`src/rtl/core/njs_pkg.sv`:
```
`default_nettype none

package njs_pkg;

	localparam int unsigned ID_W = 8;
	localparam int unsigned BURST_W = 16;
	localparam int unsigned POLICY_W = 1;

	localparam int unsigned READY_DEPTH_DEF = 16;
	localparam int unsigned TICKS_PER_MARK_DEF = 10;

	// Item kinds.
	localparam logic KIND_ARRIVAL = 1'b0;
	localparam logic KIND_TICK = 1'b1;

	// Selection policies.
	localparam logic [POLICY_W-1:0] POLICY_FCFS = 1'b0;
	localparam logic [POLICY_W-1:0] POLICY_SJF = 1'b1;

	// One ready queue entry as it sits in the queue memory.
	typedef struct packed {
		logic [ID_W-1:0] id;
		logic [BURST_W-1:0] burst;
	} entry_t;

	// One result transaction.
	typedef struct packed {
		logic started;
		logic [ID_W-1:0] started_id;
		logic finished;
		logic [ID_W-1:0] finished_id;
		logic second_mark;
		logic cpu_busy;
		logic dropped;
	} res_t;

endpackage

`default_nettype wire

```
`src/rtl/core/njs_if.sv`:
```
`default_nettype none

interface njs_in_if;
	import njs_pkg::*;

	logic valid;
	logic ready;
	logic kind;
	logic [ID_W-1:0] job_id;
	logic [BURST_W-1:0] burst_ticks;

	modport source (output valid, output kind, output job_id, output burst_ticks, input ready);
	modport sink (input valid, input kind, input job_id, input burst_ticks, output ready);
endinterface

interface njs_out_if;
	import njs_pkg::*;

	logic valid;
	logic ready;
	logic started;
	logic [ID_W-1:0] started_id;
	logic finished;
	logic [ID_W-1:0] finished_id;
	logic second_mark;
	logic cpu_busy;
	logic dropped;

	modport source (output valid, output started, output started_id, output finished,
		output finished_id, output second_mark, output cpu_busy, output dropped,
		input ready);
	modport sink (input valid, input started, input started_id, input finished,
		input finished_id, input second_mark, input cpu_busy, input dropped,
		output ready);
endinterface

`default_nettype wire

```
`src/rtl/core/nonpreemptive_job_scheduler_unit.sv`:
```
// A result transaction is built in res_q, passes through ST_EMIT and is held in the output
//   register. A tick that ends a job with N jobs waiting first runs ST_SCAN and ST_SHIFT,
//   with one queue memory read per entry scanned (all N under shortest first, the head only
//   under first come first served) and per entry moved down behind removed entry k.
// One item in flight; a new one is taken while a result waits in the output register.
//   Reset clears the count, the running job and the policy; not the queue.

`default_nettype none

module nonpreemptive_job_scheduler_unit #(
	parameter int unsigned READY_DEPTH = njs_pkg::READY_DEPTH_DEF,
	parameter int unsigned TICKS_PER_MARK = njs_pkg::TICKS_PER_MARK_DEF
) (
	input wire logic clk,
	input wire logic arst_n,
	input wire logic cfg_we,
	input wire logic [njs_pkg::POLICY_W-1:0] cfg_wdata,
	njs_in_if.sink in_ch,
	njs_out_if.source out_ch
);
	import njs_pkg::*;

	// Widths of the queue index, the fill count and the mark counter.
	localparam int unsigned IW = $clog2(READY_DEPTH);
	localparam int unsigned CW = $clog2(READY_DEPTH + 1);
	localparam int unsigned MW = (TICKS_PER_MARK > 1) ? $clog2(TICKS_PER_MARK) : 1;
	localparam int unsigned EW = ID_W + BURST_W;
	localparam logic [CW-1:0] DEPTH_C = CW'(READY_DEPTH);
	localparam logic [MW-1:0] MARK_LAST = MW'(TICKS_PER_MARK - 1);

	// The controller waits for an item in ST_IDLE. A job completion with jobs waiting
	// goes through ST_SCAN, which streams the candidate entries out of the queue memory,
	// and ST_SHIFT, which moves every later entry down by one so that the queue stays
	// in arrival order. ST_EMIT hands the result to the output register.
	typedef enum logic [3:0] {
		ST_IDLE  = 4'b0001,
		ST_SCAN  = 4'b0010,
		ST_SHIFT = 4'b0100,
		ST_EMIT  = 4'b1000
	} state_t;

	state_t state_q;
	logic [POLICY_W-1:0] policy_q;
	logic [CW-1:0] count_q;
	logic [ID_W-1:0] run_id_q;
	logic [BURST_W-1:0] remain_q;
	logic [MW-1:0] mark_cnt_q;
	logic busy_q;

	// Memory read sequencer shared by the scan and the shift. iss_q says a read is
	// issued this cycle at iss_addr_q; the _s1 registers follow it to the read data.
	logic iss_q;
	logic [IW-1:0] iss_addr_q;
	logic [IW-1:0] last_q;
	logic vld_s1;
	logic [IW-1:0] idx_s1;

	logic [IW-1:0] best_idx_q;
	entry_t best_entry_q;

	res_t res_q;
	res_t out_q;
	logic out_valid_q;

	logic accept;
	logic is_arrival;
	logic burst_ok;
	logic queue_full;
	logic fin_tick;
	logic mark_hit;
	logic out_free;
	logic scan_done;
	logic shift_done;
	logic take;
	logic [IW-1:0] sel_idx;
	entry_t sel_entry;
	entry_t rd_entry;
	logic [EW-1:0] rd_data;
	logic [CW-1:0] count_m1;
	res_t res_now;

	logic ram_we;
	logic [IW-1:0] ram_waddr;
	logic [EW-1:0] ram_wdata;

	assign in_ch.ready = (state_q == ST_IDLE);
	assign accept = in_ch.valid && in_ch.ready;

	assign is_arrival = (in_ch.kind == KIND_ARRIVAL);
	assign burst_ok = (in_ch.burst_ticks != '0);
	assign queue_full = (count_q >= DEPTH_C);
	// The running job always holds at least one tick, so the last one is at one.
	assign fin_tick = (remain_q <= BURST_W'(1));
	assign mark_hit = (mark_cnt_q == MARK_LAST);
	assign out_free = !out_valid_q || out_ch.ready;
	assign count_m1 = count_q - CW'(1);

	assign rd_entry = entry_t'(rd_data);

	// Shortest burst wins; the strict compare keeps the earlier arrival on a tie.
	assign take = (idx_s1 == '0) || (rd_entry.burst < best_entry_q.burst);
	assign sel_idx = take ? idx_s1 : best_idx_q;
	assign sel_entry = take ? rd_entry : best_entry_q;

	assign scan_done = (state_q == ST_SCAN) && vld_s1 && (idx_s1 == last_q);
	assign shift_done = (state_q == ST_SHIFT) && !iss_q && !vld_s1;

	// Arrivals append at the fill count; the shift writes each entry one slot lower.
	// Those two never fall in the same cycle since arrivals are taken only when idle.
	always_comb begin
		if (state_q == ST_SHIFT) begin
			ram_we = vld_s1;
			ram_waddr = idx_s1 - IW'(1);
			ram_wdata = rd_data;
		end else begin
			ram_we = accept && is_arrival && burst_ok && busy_q && !queue_full;
			ram_waddr = count_q[IW-1:0];
			ram_wdata = {in_ch.job_id, in_ch.burst_ticks};
		end
	end

	njs_ram #(
		.WIDTH(EW),
		.DEPTH(READY_DEPTH)
	) u_queue (
		.clk(clk),
		.we(ram_we),
		.waddr(ram_waddr),
		.wdata(ram_wdata),
		.raddr(iss_addr_q),
		.rd_data_q(rd_data)
	);

	// Result of an item that is settled in the cycle it is taken. A completion that
	// starts a waiting job gets its start fields filled in at the end of the scan.
	always_comb begin
		res_now = '0;
		res_now.cpu_busy = busy_q;
		if (is_arrival) begin
			if (burst_ok) begin
				if (!busy_q) begin
					res_now.started = 1'b1;
					res_now.started_id = in_ch.job_id;
					res_now.cpu_busy = 1'b1;
				end else if (queue_full) begin
					res_now.dropped = 1'b1;
				end
			end
		end else if (busy_q) begin
			res_now.second_mark = mark_hit;
			if (fin_tick) begin
				res_now.finished = 1'b1;
				res_now.finished_id = run_id_q;
				res_now.cpu_busy = (count_q != '0);
			end
		end
	end

	// Control state.
	always_ff @(posedge clk or negedge arst_n) begin
		if (!arst_n) begin
			state_q <= ST_IDLE;
			policy_q <= POLICY_FCFS;
			count_q <= '0;
			run_id_q <= '0;
			remain_q <= '0;
			mark_cnt_q <= '0;
			busy_q <= 1'b0;
			iss_q <= 1'b0;
			vld_s1 <= 1'b0;
			out_valid_q <= 1'b0;
		end else begin
			if (cfg_we) begin
				policy_q <= cfg_wdata;
			end

			if (state_q == ST_EMIT && out_free) begin
				out_valid_q <= 1'b1;
			end else if (out_ch.ready) begin
				out_valid_q <= 1'b0;
			end

			case (state_q)
				ST_IDLE: begin
					if (accept) begin
						state_q <= ST_EMIT;
						if (is_arrival) begin
							if (burst_ok) begin
								if (!busy_q) begin
									run_id_q <= in_ch.job_id;
									remain_q <= in_ch.burst_ticks;
									mark_cnt_q <= '0;
									busy_q <= 1'b1;
								end else if (!queue_full) begin
									count_q <= count_q + CW'(1);
								end
							end
						end else if (busy_q) begin
							mark_cnt_q <= mark_hit ? '0 : mark_cnt_q + MW'(1);
							if (!fin_tick) begin
								remain_q <= remain_q - BURST_W'(1);
							end else if (count_q == '0) begin
								remain_q <= '0;
								mark_cnt_q <= '0;
								busy_q <= 1'b0;
							end else begin
								// The processor stays busy; the next job is
								// loaded once the scan has found it.
								state_q <= ST_SCAN;
								iss_q <= 1'b1;
								vld_s1 <= 1'b0;
							end
						end
					end
				end
				ST_SCAN: begin
					vld_s1 <= iss_q;
					if (iss_q && iss_addr_q == last_q) begin
						iss_q <= 1'b0;
					end
					if (scan_done) begin
						state_q <= ST_SHIFT;
						count_q <= count_m1;
						run_id_q <= sel_entry.id;
						remain_q <= sel_entry.burst;
						mark_cnt_q <= '0;
						vld_s1 <= 1'b0;
						// Entries behind the removed one move down, up to the
						// last occupied slot.
						iss_q <= (sel_idx < count_m1[IW-1:0]);
					end
				end
				ST_SHIFT: begin
					vld_s1 <= iss_q;
					if (iss_q && iss_addr_q == last_q) begin
						iss_q <= 1'b0;
					end
					if (shift_done) begin
						state_q <= ST_EMIT;
					end
				end
				ST_EMIT: begin
					if (out_free) begin
						state_q <= ST_IDLE;
					end
				end
				default: begin
					state_q <= ST_IDLE;
				end
			endcase
		end
	end

	// Datapath registers.
	always_ff @(posedge clk) begin
		case (state_q)
			ST_IDLE: begin
				res_q <= res_now;
				iss_addr_q <= '0;
				// First come first served reads only the head entry.
				last_q <= (policy_q == POLICY_SJF) ? count_m1[IW-1:0] : '0;
			end
			ST_SCAN: begin
				if (iss_q) begin
					iss_addr_q <= iss_addr_q + IW'(1);
				end
				idx_s1 <= iss_addr_q;
				if (vld_s1) begin
					best_idx_q <= sel_idx;
					best_entry_q <= sel_entry;
				end
				if (scan_done) begin
					iss_addr_q <= sel_idx + IW'(1);
					// The shift runs up to the last occupied slot under either policy.
					last_q <= count_m1[IW-1:0];
					res_q.started <= 1'b1;
					res_q.started_id <= sel_entry.id;
					res_q.cpu_busy <= 1'b1;
				end
			end
			ST_SHIFT: begin
				if (iss_q) begin
					iss_addr_q <= iss_addr_q + IW'(1);
				end
				idx_s1 <= iss_addr_q;
			end
			ST_EMIT: begin
				if (out_free) begin
					out_q <= res_q;
				end
			end
			default: begin
				res_q <= res_q;
			end
		endcase
	end

	assign out_ch.valid = out_valid_q;
	assign out_ch.started = out_q.started;
	assign out_ch.started_id = out_q.started_id;
	assign out_ch.finished = out_q.finished;
	assign out_ch.finished_id = out_q.finished_id;
	assign out_ch.second_mark = out_q.second_mark;
	assign out_ch.cpu_busy = out_q.cpu_busy;
	assign out_ch.dropped = out_q.dropped;

	// The queue never holds more entries than it has slots.
	assert property (@(posedge clk) disable iff (!arst_n) count_q <= DEPTH_C)
		else $error("ready queue count exceeds its depth");

	// Jobs wait only behind a running job.
	assert property (@(posedge clk) disable iff (!arst_n) !busy_q |-> count_q == '0)
		else $error("jobs waiting while the processor is idle");

	// A selection pass only starts with at least one waiting job.
	assert property (@(posedge clk) disable iff (!arst_n)
		(state_q == ST_IDLE) && !(state_q == ST_SCAN) ##1 (state_q == ST_SCAN)
		|-> count_q != '0)
		else $error("selection started on an empty queue");

	// A reported start always leaves the processor busy.
	assert property (@(posedge clk) disable iff (!arst_n)
		out_valid_q && out_q.started |-> out_q.cpu_busy)
		else $error("job started but processor reported idle");

	// A completion with nothing started leaves the processor idle.
	assert property (@(posedge clk) disable iff (!arst_n)
		out_valid_q && out_q.finished && !out_q.started |-> !out_q.cpu_busy)
		else $error("job finished with no successor but processor reported busy");

endmodule

`default_nettype wire

```
`src/rtl/core/njs_ram.sv`:
```
`default_nettype none

module njs_ram #(
	parameter int unsigned WIDTH = 8,
	parameter int unsigned DEPTH = 16,
	localparam int unsigned AW = (DEPTH > 1) ? $clog2(DEPTH) : 1
) (
	input wire logic clk,
	input wire logic we,
	input wire logic [AW-1:0] waddr,
	input wire logic [WIDTH-1:0] wdata,
	input wire logic [AW-1:0] raddr,
	output logic [WIDTH-1:0] rd_data_q
);

	logic [WIDTH-1:0] mem_q [DEPTH];

	always_ff @(posedge clk) begin
		if (we) begin
			mem_q[waddr] <= wdata;
		end
		rd_data_q <= mem_q[raddr];
	end

endmodule

`default_nettype wire

```
`src/flat_wrapper.sv`:
```
// flat-port wrapper written by rule: the top's interface ports become plain ports
module nonpreemptive_job_scheduler_unit_flat import njs_pkg::*;
#(
	parameter int unsigned READY_DEPTH = njs_pkg::READY_DEPTH_DEF,
	parameter int unsigned TICKS_PER_MARK = njs_pkg::TICKS_PER_MARK_DEF
)
  (clk, arst_n, cfg_we, cfg_wdata, in_ch_valid, in_ch_kind, in_ch_job_id, in_ch_burst_ticks, in_ch_ready, out_ch_valid, out_ch_started, out_ch_started_id, out_ch_finished, out_ch_finished_id, out_ch_second_mark, out_ch_cpu_busy, out_ch_dropped, out_ch_ready);
  njs_in_if in_ch_i ();
  njs_out_if out_ch_i ();
  input wire logic clk;
  input wire logic arst_n;
  input wire logic cfg_we;
  input wire logic [njs_pkg::POLICY_W-1:0] cfg_wdata;
  input wire logic [$bits(in_ch_i.valid)-1:0] in_ch_valid;
  input wire logic [$bits(in_ch_i.kind)-1:0] in_ch_kind;
  input wire logic [$bits(in_ch_i.job_id)-1:0] in_ch_job_id;
  input wire logic [$bits(in_ch_i.burst_ticks)-1:0] in_ch_burst_ticks;
  output wire logic [$bits(in_ch_i.ready)-1:0] in_ch_ready;
  output wire logic [$bits(out_ch_i.valid)-1:0] out_ch_valid;
  output wire logic [$bits(out_ch_i.started)-1:0] out_ch_started;
  output wire logic [$bits(out_ch_i.started_id)-1:0] out_ch_started_id;
  output wire logic [$bits(out_ch_i.finished)-1:0] out_ch_finished;
  output wire logic [$bits(out_ch_i.finished_id)-1:0] out_ch_finished_id;
  output wire logic [$bits(out_ch_i.second_mark)-1:0] out_ch_second_mark;
  output wire logic [$bits(out_ch_i.cpu_busy)-1:0] out_ch_cpu_busy;
  output wire logic [$bits(out_ch_i.dropped)-1:0] out_ch_dropped;
  input wire logic [$bits(out_ch_i.ready)-1:0] out_ch_ready;
  assign in_ch_i.valid = in_ch_valid;
  assign in_ch_i.kind = in_ch_kind;
  assign in_ch_i.job_id = in_ch_job_id;
  assign in_ch_i.burst_ticks = in_ch_burst_ticks;
  assign in_ch_ready = in_ch_i.ready;
  assign out_ch_valid = out_ch_i.valid;
  assign out_ch_started = out_ch_i.started;
  assign out_ch_started_id = out_ch_i.started_id;
  assign out_ch_finished = out_ch_i.finished;
  assign out_ch_finished_id = out_ch_i.finished_id;
  assign out_ch_second_mark = out_ch_i.second_mark;
  assign out_ch_cpu_busy = out_ch_i.cpu_busy;
  assign out_ch_dropped = out_ch_i.dropped;
  assign out_ch_i.ready = out_ch_ready;
  nonpreemptive_job_scheduler_unit #(.READY_DEPTH(READY_DEPTH), .TICKS_PER_MARK(TICKS_PER_MARK)) u_core (.clk(clk), .arst_n(arst_n), .cfg_we(cfg_we), .cfg_wdata(cfg_wdata), .in_ch(in_ch_i), .out_ch(out_ch_i));
endmodule
```
`config.mk`:
```
export PLATFORM = sky130hd
export DESIGN_NAME = nonpreemptive_job_scheduler_unit_flat
export DESIGN_NICKNAME = d
export VERILOG_FILES = /design/src/rtl/core/njs_pkg.sv /design/src/rtl/core/njs_if.sv /design/src/rtl/core/nonpreemptive_job_scheduler_unit.sv /design/src/rtl/core/njs_ram.sv /design/src/flat_wrapper.sv
export SDC_FILE = /design/constraint.sdc
export NUM_CORES = 1
export LEC_CHECK = 0
export ABC_CLOCK_PERIOD_IN_PS = 3800
export BUFFER_PORTS_ARGS = -buffer_cell sky130_fd_sc_hd__buf_4
export CAP_MARGIN = 40
export CORE_MARGIN = 2
export CORE_UTILIZATION = 25
export DETAILED_ROUTE_END_ITERATION = 8
export SLEW_MARGIN = 20
export SYNTH_ARGS = -nofsm -noshare
export SYNTH_HDL_FRONTEND = slang
export SYNTH_SLANG_ARGS = --single-unit
```
`constraint.sdc`:
```
create_clock -name clk -period 3.8 [get_ports clk]
set_clock_uncertainty 0.1 [all_clocks]
set_input_delay 0.38 -clock clk [delete_from_list [all_inputs] [get_ports clk]]
set_output_delay 0.38 -clock clk [all_outputs]
set_load 0.01 [all_outputs]
```
==> impl_metrics.json, run 1 <==
{
  "status": "complete, no violations",
  "place.gp.congestion": 0.8018,
  "port_buffers": 53,
  "fp.dieH_um": 300.1,
  "rsz0062_at_grt": "no",
  "fin_util_pct": 29.84,
  "area_delta_synth_final_pct": 18.14,
  "setup_viol": 0,
  "dp_hpwl_mm": 31.95,
  "final_cell_mix": "edfxtp_1 (466), nand2_1 (160), o21ai_0 (94)",
  "synth.cell_area_um2": 21910,
  "final_max_slew_viol_count": 0,
  "io_pins": 54,
  "fin_ws_ps": 357.4,
  "drive_gt1_share_pct": 20.17,
  "r2r_start": "u_core.best_entry_q[1]",
  "synthDistinctLibCells": 54,
  "power_density_nw_per_um2": 631.6,
  "tightestPinTransition_ps": 783.7,
  "clock_sinks": 532,
  "syn_area_per_cell_um2": 15.29,
  "grt_pass1_vias": 12590,
  "cp_max_fo": 4,
  "relSlewSlack_pct": 47.64,
  "post_cts_buffers": 0,
  "netlist_instances": 1433,
  "cts_buffers": 53,
  "initial_core_util_pct": 25.26,
  "fmax_ghz": 0.2905,
  "grt_first_pass_wirelength_mm": 78.79,
  "firstDrtPassIters": 5,
  "register_area_um2": 15530,
  "synthFlopType": "edfxtp_1",
  "antenna_found_initial": 1,
  "power_mw": 16.35,
  "detail_route.wl_per_cell_um": 19.11,
  "slowest_stage": "a311oi_2",
  "cp-startpoint": "u_core.best_entry_q[1]",
  "synth_fp_nets": 1490,
  "drtAntennaViolNets": 0,
  "insertion_delay_ps": 610,
  "clk_pin_slew_ps": 60,
  "drc_errors": 0,
  "synth_edf_count": 466,
  "synthArstFlopShare_pct": 7.895,
  "finalCritPeriodShare_pct": 90.60,
  "cts_tree": "done",
  "hold_ws_ps": 58.90,
  "insertedDiodeCount": 0,
  "fp.coreArea_um2": 86750,
  "final.setup.tns_ps": 0,
  "routed_wl_mm": 51.91,
  "die_area_um2": 90040,
  "min_from": "in_ch_kind",
  "leakagePower_nw": 8.781,
  "ys_seq_area_share_pct": 70.85,
  "cp-start-kind": "flip-flop",
  "routed-via-count": 12530,
  "worstPathRequired_ps": 4240,
  "path_cells": "inv_1 > ha_1 > a2111o_1 > a311oi_2 > nand2_1 > nand2_1 > a21oi_1 > ha_1 > a21oi_1 > a21oi_1 > a221oi_1 > a2bb2oi_1 > o32a_1",
  "cpMostUsedCell": "a21oi_1",
  "grt_overflow": 0,
  "worstSetupPathType": "flip-flop to flip-flop",
  "cap_violations": 0,
  "fin_crit_ps": 3443,
  "multiInputGateArea_um2": 6086,
  "final_common_cell": "edfxtp_1",
  "critical_path_arrival_ps": 3890,
  "htree_levels": 2,
  "ys_warn_count": 0,
  "hp-class": "input pin to flip-flop",
  "cts-root-buf": "clkbuf_16",
  "cp_slowest_stage_delay_ps": 410,
  "cts_max_path_buffers": 3,
  "hold_viol": 0,
  "grt_max_degree": 77,
  "dpl_worst_slack_ps": 199.4,
  "crit_path_end_kind": "flip-flop",
  "first_iter_violations": 1062,
  "chipWidth_um": 300.1,
  "num_rows": 108,
  "viasPerCell": 4.613,
  "fin_nets": 1577,
  "fillers": 8602,
  "ys_seq_elements": 532,
  "grtUsageTotal_pct": 11.37,
  "ir_drop_uv": 474.7
}
==> final timing paths <==
path,slack [ps],depth (start not counted),endpoint
setup / recovery,360,13,u_core.iss_q
hold / removal,60,2,u_core.busy_q
setup reg to reg,360,13,u_core.iss_q
hold reg to reg,320,0,u_core.out_ch.finished
max in group asynchronous,2960,2,u_core.run_id_q[3]
min in group asynchronous,230,2,u_core.out_ch.valid
==> cells by family (layout without fill, tap and decap cells) <==
family,Yosys count,after routing,synth area share [%]
AO/OA/AOI/OAI,257,257,7.074
buffers and inverters,109,238,1.930
adder cells (fa/ha/maj),26,26,1.484
flip-flops,532,532,70.85
multiplexers,178,178,11.18
XOR/XNOR,34,34,1.359
AND/OR/NAND/NOR,297,297,6.126
==> flip-flops by register name, indices dropped and copies added, names as in the netlist, 5 cells and up <==
register                   count
u_core.u_queue.mem_q         384
u_core.run_id_q                8
u_core.out_ch.started_id       8
u_core.out_ch.finished_id      8
u_core.count_q                 5
u_core.res_q                  21
u_core.best_entry_q           24
u_core.remain_q               16
u_core.u_queue.rd_data_q      24
==> critical path, delay by kind of cell (launching register included) <==
kind | cells | cell delay, ps
AO/OA/AOI/OAI | 8 | 1910
adder cells (fa/ha/maj) | 2 | 580
flip-flops | 1 | 390
AND/OR/NAND/NOR | 2 | 310
buffers and inverters | 1 | 80
==> repair_timing <==
item / 4_1_cts / 5_1_grt
setup endpoints to repair: 0 / 1
hold buffers: 4 / 0
endpoints found under the hold margin: 43 / 0
resized for setup: 0 / 1
==> area by class of cell <==
class                      count  area share [%]
multi-input combinational    792           23.51
clock inverter                29          0.9858
tap                         1155           5.582
clock buffer                  68           5.615
sequential                   532           59.97
timing repair buffer         103           3.794
inverter                      38          0.5509
==> cell usage after synthesis (2+ instances only) <==
library cell	instances	share of area (%)
edfxtp_1	466	64
nand2_1	160	2.7
o21ai_0	94	2.1
mux2i_1	76	3.5
a21oi_1	70	1.6
clkbuf_1	54	0.92
mux2_2	54	2.8
nor2_1	50	0.86
mux4_2	48	4.9
dfrtp_1	41	4.7
inv_1	38	0.65
ha_1	26	1.5
a221oi_1	25	1.0
a22oi_1	25	0.86
dfxtp_1	24	2.2
xnor2_1	24	0.96
nand3_1	19	0.43
nor3_1	16	0.37
buf_1	11	0.19
a21o_1	10	0.34
and2_1	10	0.29
xor2_1	10	0.40
nand4_1	9	0.26
nor4_1	7	0.20
nand3b_1	6	0.21
o22ai_1	6	0.17
buf_2	5	0.11
o21ai_1	5	0.11
o221ai_1	5	0.20
nand2b_1	4	0.11
nor2b_1	4	0.11
a31oi_1	3	0.086
a21boi_0	2	0.068
a21oi_2	2	0.080
a311oi_1	2	0.080
nor2_2	2	0.057
nor4b_1	2	0.080
or4_4	2	0.10
==> stage by stage <==
| stage | instance area [µm²] | std cells |
|---|---|---|
| floorplan | 21910 | 1433 |
| global placement | 24110 | 2614 |
| detailed placement | 24140 | 2616 |
| global route | 25890 | 2717 |
| finish | 25890 | 2717 |
| CTS | 25880 | 2717 |
==> power by group <==
part	internal [mW]	switching (mW)	total, mW
logic	1.63	2.23	3.86
registers	7.00	0.377	7.38
clock network	2.92	2.20	5.12
total	11.5	4.81	16.4
==> routing by layer <==
| metal | vias to the layer above | wire, µm | global-route usage, % |
|---|---|---|---|
| met4 | 0 | 1065 | 3.060 |
| li1 | 5667 | - | - |
| met2 | 343 | 25360 | 19.03 |
| met1 | 6441 | 22930 | 15.33 |
| met5 | - | 0 | 0 |
| met3 | 82 | 2566 | 1.792 |
Power figures use the tool's default switching activity.
==> inputs of run 2 (changes only) <==
--- a/config.mk
+++ b/config.mk
@@ -8,7 +8,7 @@
 export ABC_CLOCK_PERIOD_IN_PS = 3800
 export BUFFER_PORTS_ARGS = -buffer_cell sky130_fd_sc_hd__buf_4
 export CAP_MARGIN = 40
-export CORE_MARGIN = 2
+export CORE_MARGIN = 5
 export CORE_UTILIZATION = 25
 export DETAILED_ROUTE_END_ITERATION = 8
 export SLEW_MARGIN = 20
==> run 2 against run 1 <==
Net effect:
- final cell count rose by 0.63%
- hold slack improved by 13 ps
- sequential power barely moved
- wire length fell by 0.94%
- power about the same
==> impl_metrics.json, run 2 (synthesis gave the netlist of run 1 again) <==
{
  "final_common_cell": "edfxtp_1",
  "drive_gt1_share_pct": 21.03,
  "final.setup.tns_ps": 0,
  "hp-class": "input pin to flip-flop",
  "fp.coreArea_um2": 86890,
  "fin_cells": 2734,
  "grt_pass1_vias": 12830,
  "slowest_stage": "a311oi_1",
  "grtUsageTotal_pct": 10.69,
  "drc_errors": 0,
  "cap_violations": 0,
  "cts-root-buf": "clkbuf_16",
  "grt_overflow": 0,
  "first_iter_violations": 1132,
  "cts_buffers": 53,
  "ir_drop_uv": 369.7,
  "critical_path_arrival_ps": 4000,
  "drtAntennaViolNets": 0,
  "insertedDiodeCount": 0,
  "reg_top3": "u_core.u_queue.mem_q x384, u_core.best_entry_q x24, u_core.u_queue.rd_data_q x24",
  "critPathBufInv": 1,
  "io_pins": 54,
  "routed-via-count": 12460,
  "fmax_ghz": 0.2811,
  "placed_area_um2": 24170,
  "top_register": "u_core.u_queue.mem_q",
  "cp-start-kind": "flip-flop",
  "place.gp.congestion": 0.7934,
  "path_cells": "inv_1 > ha_1 > nor3_1 > nor3_1 > a311oi_1 > nand2_1 > nand2_1 > a21oi_1 > ha_1 > a21oi_1 > a21oi_1 > a221oi_1 > a2bb2oi_1 > o32a_1",
  "fin_area_um2": 25910,
  "clk_pin_slew_ps": 60,
  "viasPerCell": 4.556,
  "cp_max_fo": 4,
  "firstDrtPassIters": 5,
  "cts_tree": "done",
  "hold_viol": 0,
  "area_delta_synth_final_pct": 18.21,
  "num_rows": 108,
  "power_density_nw_per_um2": 631.1,
  "fin_crit_ps": 3558,
  "insertion_delay_ps": 610,
  "grt_first_pass_wirelength_mm": 78.42,
  "fin_nets": 1592,
  "rsz0062_at_grt": "no",
  "initial_core_util_pct": 25.22,
  "grt_max_degree": 56,
  "port_buffers": 53,
  "finalCritPeriodShare_pct": 93.63,
  "post_cts_buffers": 0,
  "crit_path_end_kind": "flip-flop",
  "setup_viol": 0,
  "antenna_found_initial": 3,
  "final_cell_mix": "edfxtp_1 (466), nand2_1 (160), buf_4 (104)",
  "dp.cells": 2631,
  "leakagePower_nw": 8.857,
  "routed_wl_mm": 51.43,
  "htree_levels": 2,
  "final_max_slew_viol_count": 0,
  "power_mw": 16.35,
  "worstPathRequired_ps": 4240,
  "chipWidth_um": 306.1,
  "relSlewSlack_pct": 48.97,
  "clock_sinks": 532,
  "fp.dieH_um": 306.1,
  "status": "complete, no violations",
  "fin_util_pct": 29.82,
  "cts_max_path_buffers": 3,
  "cp_slowest_stage_delay_ps": 660,
  "dp_hpwl_mm": 31.86,
  "largest_reg_flops": 384,
  "die_area_um2": 93680,
  "tightestPinTransition_ps": 760.4,
  "worstSetupPathType": "flip-flop to flip-flop",
  "crit_family": "compound AO/OA/AOI/OAI gates",
  "detail_route.wl_per_cell_um": 18.81,
  "cpMostUsedCell": "a21oi_1"
}
## run 2: cell count changes in the layout (fill, tap and decap cells not counted), moves of 2 or more
cell	previous run	this run
clkinvlp_4	3	1
inv_6	2	0
buf_12	15	9
clkinv_2	10	20
clkbuf_1	9	5
clkinv_1	8	11
clkbuf_8	5	1
buf_4	82	104
## run 2: per-stage QoR
| stage | hold slack (ps) | setup WS [ps] |
|---|---|---|
| after global routing | 65.34 | 0.1563 |
| after floorplan | -15.59 | 335.7 |
| after global placement | 302.1 | 316.0 |
| after detailed placement | 305.2 | 292.9 |
| after CTS | 26.38 | 306.5 |
| final | 72.27 | 241.9 |
## run 2: path summary, 6_finish.rpt
path                                        start                          end  slack [ps]  cells after the start
min                               in_ch_job_id[5]             u_core.res_q[17]          70                      3
max in group asynchronous                  arst_n            u_core.count_q[1]        2950                      2
min in group asynchronous                  arst_n              u_core.policy_q         230                      2
max                        u_core.best_entry_q[2]                 u_core.iss_q         240                     14
min reg2reg                      u_core.res_q[19]  u_core.out_ch.started_id[7]         320                      0
max reg2reg                u_core.best_entry_q[2]                 u_core.iss_q         240                     14
## run 2: routing by layer
metal	track usage (%)	up-vias	part of all wire [%]
li1	-	5702	-
met1	14.26	6312	43
met2	17.96	359	49
met3	2.071	82	5.9
met4	2.840	0	2.1
met5	0	-	0
## run 2: what timing repair did
item,in CTS,in global routing
endpoints found under the hold margin,44,0
hold buffers,4,0
resized for setup,0,0
## run 2: worst register-to-register path: stages, from the launching register on
cell       delay (ps)
edfxtp_1          390
inv_1              70
ha_1              220
nor3_1            230
nor3_1             70
a311oi_1          660
nand2_1           230
nand2_1           120
a21oi_1           130
ha_1              360
a21oi_1           150
a21oi_1           100
a221oi_1          310
a2bb2oi_1         190
o32a_1            160
## run 2: area by class of cell
class | instances | area (µm²)
fill | 8521 | 60980
sequential | 532 | 15530
multi-input combinational | 792 | 6080
tap | 1155 | 1445
clock buffer | 60 | 1384
timing repair buffer | 118 | 1012
clock inverter | 39 | 316.6
inverter | 38 | 142.6
## run 2: where the power goes
| group | internal [mW] | leakage, nW | switching (mW) | total [mW] |
|---|---|---|---|---|
| Sequential | 7.00 | 4.95 | 0.374 | 7.37 |
| Clock | 2.90 | 0.853 | 2.21 | 5.11 |
| Combinational | 1.64 | 3.05 | 2.23 | 3.87 |
==> inputs of run 3 (changes only) <==
--- a/config.mk
+++ b/config.mk
@@ -8,9 +8,12 @@
 export ABC_CLOCK_PERIOD_IN_PS = 3800
 export BUFFER_PORTS_ARGS = -buffer_cell sky130_fd_sc_hd__buf_4
 export CAP_MARGIN = 40
+export CELL_PAD_IN_SITES_DETAIL_PLACEMENT = 0
+export CELL_PAD_IN_SITES_GLOBAL_PLACEMENT = 1
 export CORE_MARGIN = 5
 export CORE_UTILIZATION = 25
 export DETAILED_ROUTE_END_ITERATION = 8
+export PLACE_DENSITY_LB_ADDON = 0.1
 export SLEW_MARGIN = 20
 export SYNTH_ARGS = -nofsm -noshare
 export SYNTH_HDL_FRONTEND = slang
==> run 3 against run 2 <==
Net effect:
- via count up 1.4%
- sequential share of layout area down 1.9 points
- maximum frequency up 1.1%
- critical path depth down 2
- non-clock buffer count up 25
- final cell count up 1.7%
- setup slack better by 38 ps
- first-iteration DRC count down 18%
- clock power up 24%
- power up 10%
- highest routed layer unchanged
==> impl_metrics.json, run 3 (synthesis gave the netlist of run 1 again) <==
{
  "fin_ws_ps": 280.2,
  "fin_crit_ps": 3520,
  "whs_endpoint": "u_core.res_q[14]",
  "fp.coreArea_um2": 86890,
  "clock_sinks": 532,
  "grt.busiest_layer": "met2",
  "fin_nets": 1630,
  "final.setup.tns_ps": 0,
  "drtAntennaViolNets": 0,
  "critPathBufInv": 1,
  "area_delta_synth_final_pct": 22.11,
  "cts-root-buf": "clkbuf_16",
  "routed-via-count": 12630,
  "detail_route.wl_per_cell_um": 24.17,
  "largest_reg_flops": 384,
  "rrSetupSlack_ps": 280,
  "hp-class": "input pin to flip-flop",
  "fin_cells": 2780,
  "r2r_start": "u_core.u_queue.rd_data_q[1]",
  "grt_max_degree": 43,
  "die_area_um2": 93680,
  "grt_util_met3_pct": 2.444,
  "ir_drop_uv": 282.2,
  "cp-start-kind": "flip-flop",
  "hold_viol": 0,
  "reg_top3": "u_core.u_queue.mem_q x384, u_core.best_entry_q x24, u_core.u_queue.rd_data_q x24",
  "routed_wl_mm": 67.20,
  "grt_first_pass_wirelength_mm": 97.12,
  "placed_area_um2": 24540,
  "final_max_slew_viol_count": 0,
  "critical_path_arrival_ps": 3950,
  "use_met2_pct": 23.35,
  "min_from": "in_ch_job_id[2]",
  "first_iter_violations": 929,
  "num_rows": 108,
  "crit_family": "compound AO/OA/AOI/OAI gates",
  "final_common_cell": "edfxtp_1",
  "fin_util_pct": 30.80,
  "cap_violations": 0,
  "drc_errors": 0,
  "drive_gt1_share_pct": 22.84,
  "grt_overflow": 0,
  "cp_max_fo": 3,
  "cts_tree": "done",
  "worstSetupPathType": "flip-flop to flip-flop",
  "place.gp.congestion": 0.7378,
  "r2r_end": "u_core.iss_q",
  "insertion_delay_ps": 610,
  "dpl_worst_slack_ps": 199.1,
  "path_cells": "ha_1 > a2111o_1 > a311oi_1 > buf_4 > nand3_1 > a21oi_1 > ha_1 > a21oi_1 > a21oi_1 > a221oi_1 > a2bb2oi_1 > o32a_1",
  "viasPerCell": 4.544,
  "htree_levels": 3,
  "top_register": "u_core.u_queue.mem_q",
  "chipWidth_um": 306.1,
  "power_density_nw_per_um2": 673.1,
  "grtUsageTotal_pct": 14.19,
  "rsz0062_at_grt": "no",
  "power_mw": 18.01,
  "initial_core_util_pct": 25.22,
  "cp_slowest_stage_delay_ps": 420,
  "grt_pass1_vias": 13090,
  "status": "complete, no violations",
  "crit_path_end_kind": "flip-flop",
  "setup_viol": 0,
  "port_buffers": 53,
  "worstPathRequired_ps": 4230,
  "cpMostUsedCell": "a21oi_1",
  "dp_hpwl_mm": 44.62,
  "tightestPinTransition_ps": 820.4,
  "fin_area_um2": 26760,
  "fmax_ghz": 0.2841,
  "firstDrtPassIters": 5,
  "finalCritPeriodShare_pct": 92.63,
  "hold_ws_ps": 87.72,
  "relSlewSlack_pct": 45.19,
  "grt_use_met1_pct": 19.67,
  "leakagePower_nw": 9.245,
  "multiInputGateArea_um2": 6123,
  "register_area_um2": 15530,
  "fillers": 8531,
  "cts_buffers": 66,
  "cts_resized": 0,
  "io_pins": 54,
  "dp.cells": 2655,
  "final_cell_mix": "edfxtp_1 (466), nand2_1 (160), buf_4 (117)",
  "slowest_stage": "dfxtp_1",
  "clk_pin_slew_ps": 60,
  "fp.dieH_um": 306.1,
  "min_path_cells": 3,
  "rr_worst_depth": 12,
  "antenna_found_initial": 5,
  "cts_max_path_buffers": 3
}
[run 3: worst min-delay path: cells and delay by family]
kind	cells	cell delay (ps)
AOI/OAI and AO/OA	1	140
buffers and inverters	1	100
and+or+nand+nor	1	50
[run 3: how the worst max path moves through the flow]
| stage | cells after the start | from | endpoint |
|---|---|---|---|
| 2_1_floorplan | 8 | u_core.state_q[0] | u_core.u_queue.mem_q[8][0] |
| 3_3_place_gp | 12 | in_ch_burst_ticks[12] | u_core.u_queue.mem_q[0][5] |
| 3_5_place_dp | 11 | in_ch_burst_ticks[12] | u_core.u_queue.mem_q[7][4] |
| 4_1_cts | 12 | u_core.u_queue.rd_data_q[1] | u_core.iss_q |
| 5_1_grt | 13 | u_core.u_queue.rd_data_q[13] | u_core.iss_q |
| 6_report | 12 | u_core.u_queue.rd_data_q[1] | u_core.iss_q |
[run 3: per-layer routing]
metal | up-vias | routed length, µm
met1 | 6526 | 31350
li1 | 5794 | -
met5 | - | 0
met3 | 88 | 2348
met2 | 225 | 32010
met4 | 0 | 1496
[run 3: area by class of cell]
type                       count  area share, %
clock inverter                40          1.557
inverter                      38         0.5330
multi-input combinational    792          22.88
clock buffer                  79          6.551
tap                         1155          5.400
sequential                   532          58.02
antenna                        1       0.009351
timing repair buffer         143          5.045
[run 3: power breakdown]
part | internal, mW | switching [mW]
logic | 1.76 | 2.51
registers | 7.00 | 0.417
clock network | 3.79 | 2.53
total | 12.6 | 5.46
[run 3: timing repair]
| item | CTS | global route |
|---|---|---|
| buffers inserted | 0 | 0 |
| hold buffers | 5 | 0 |
| endpoints found under the hold margin | 44 | 0 |
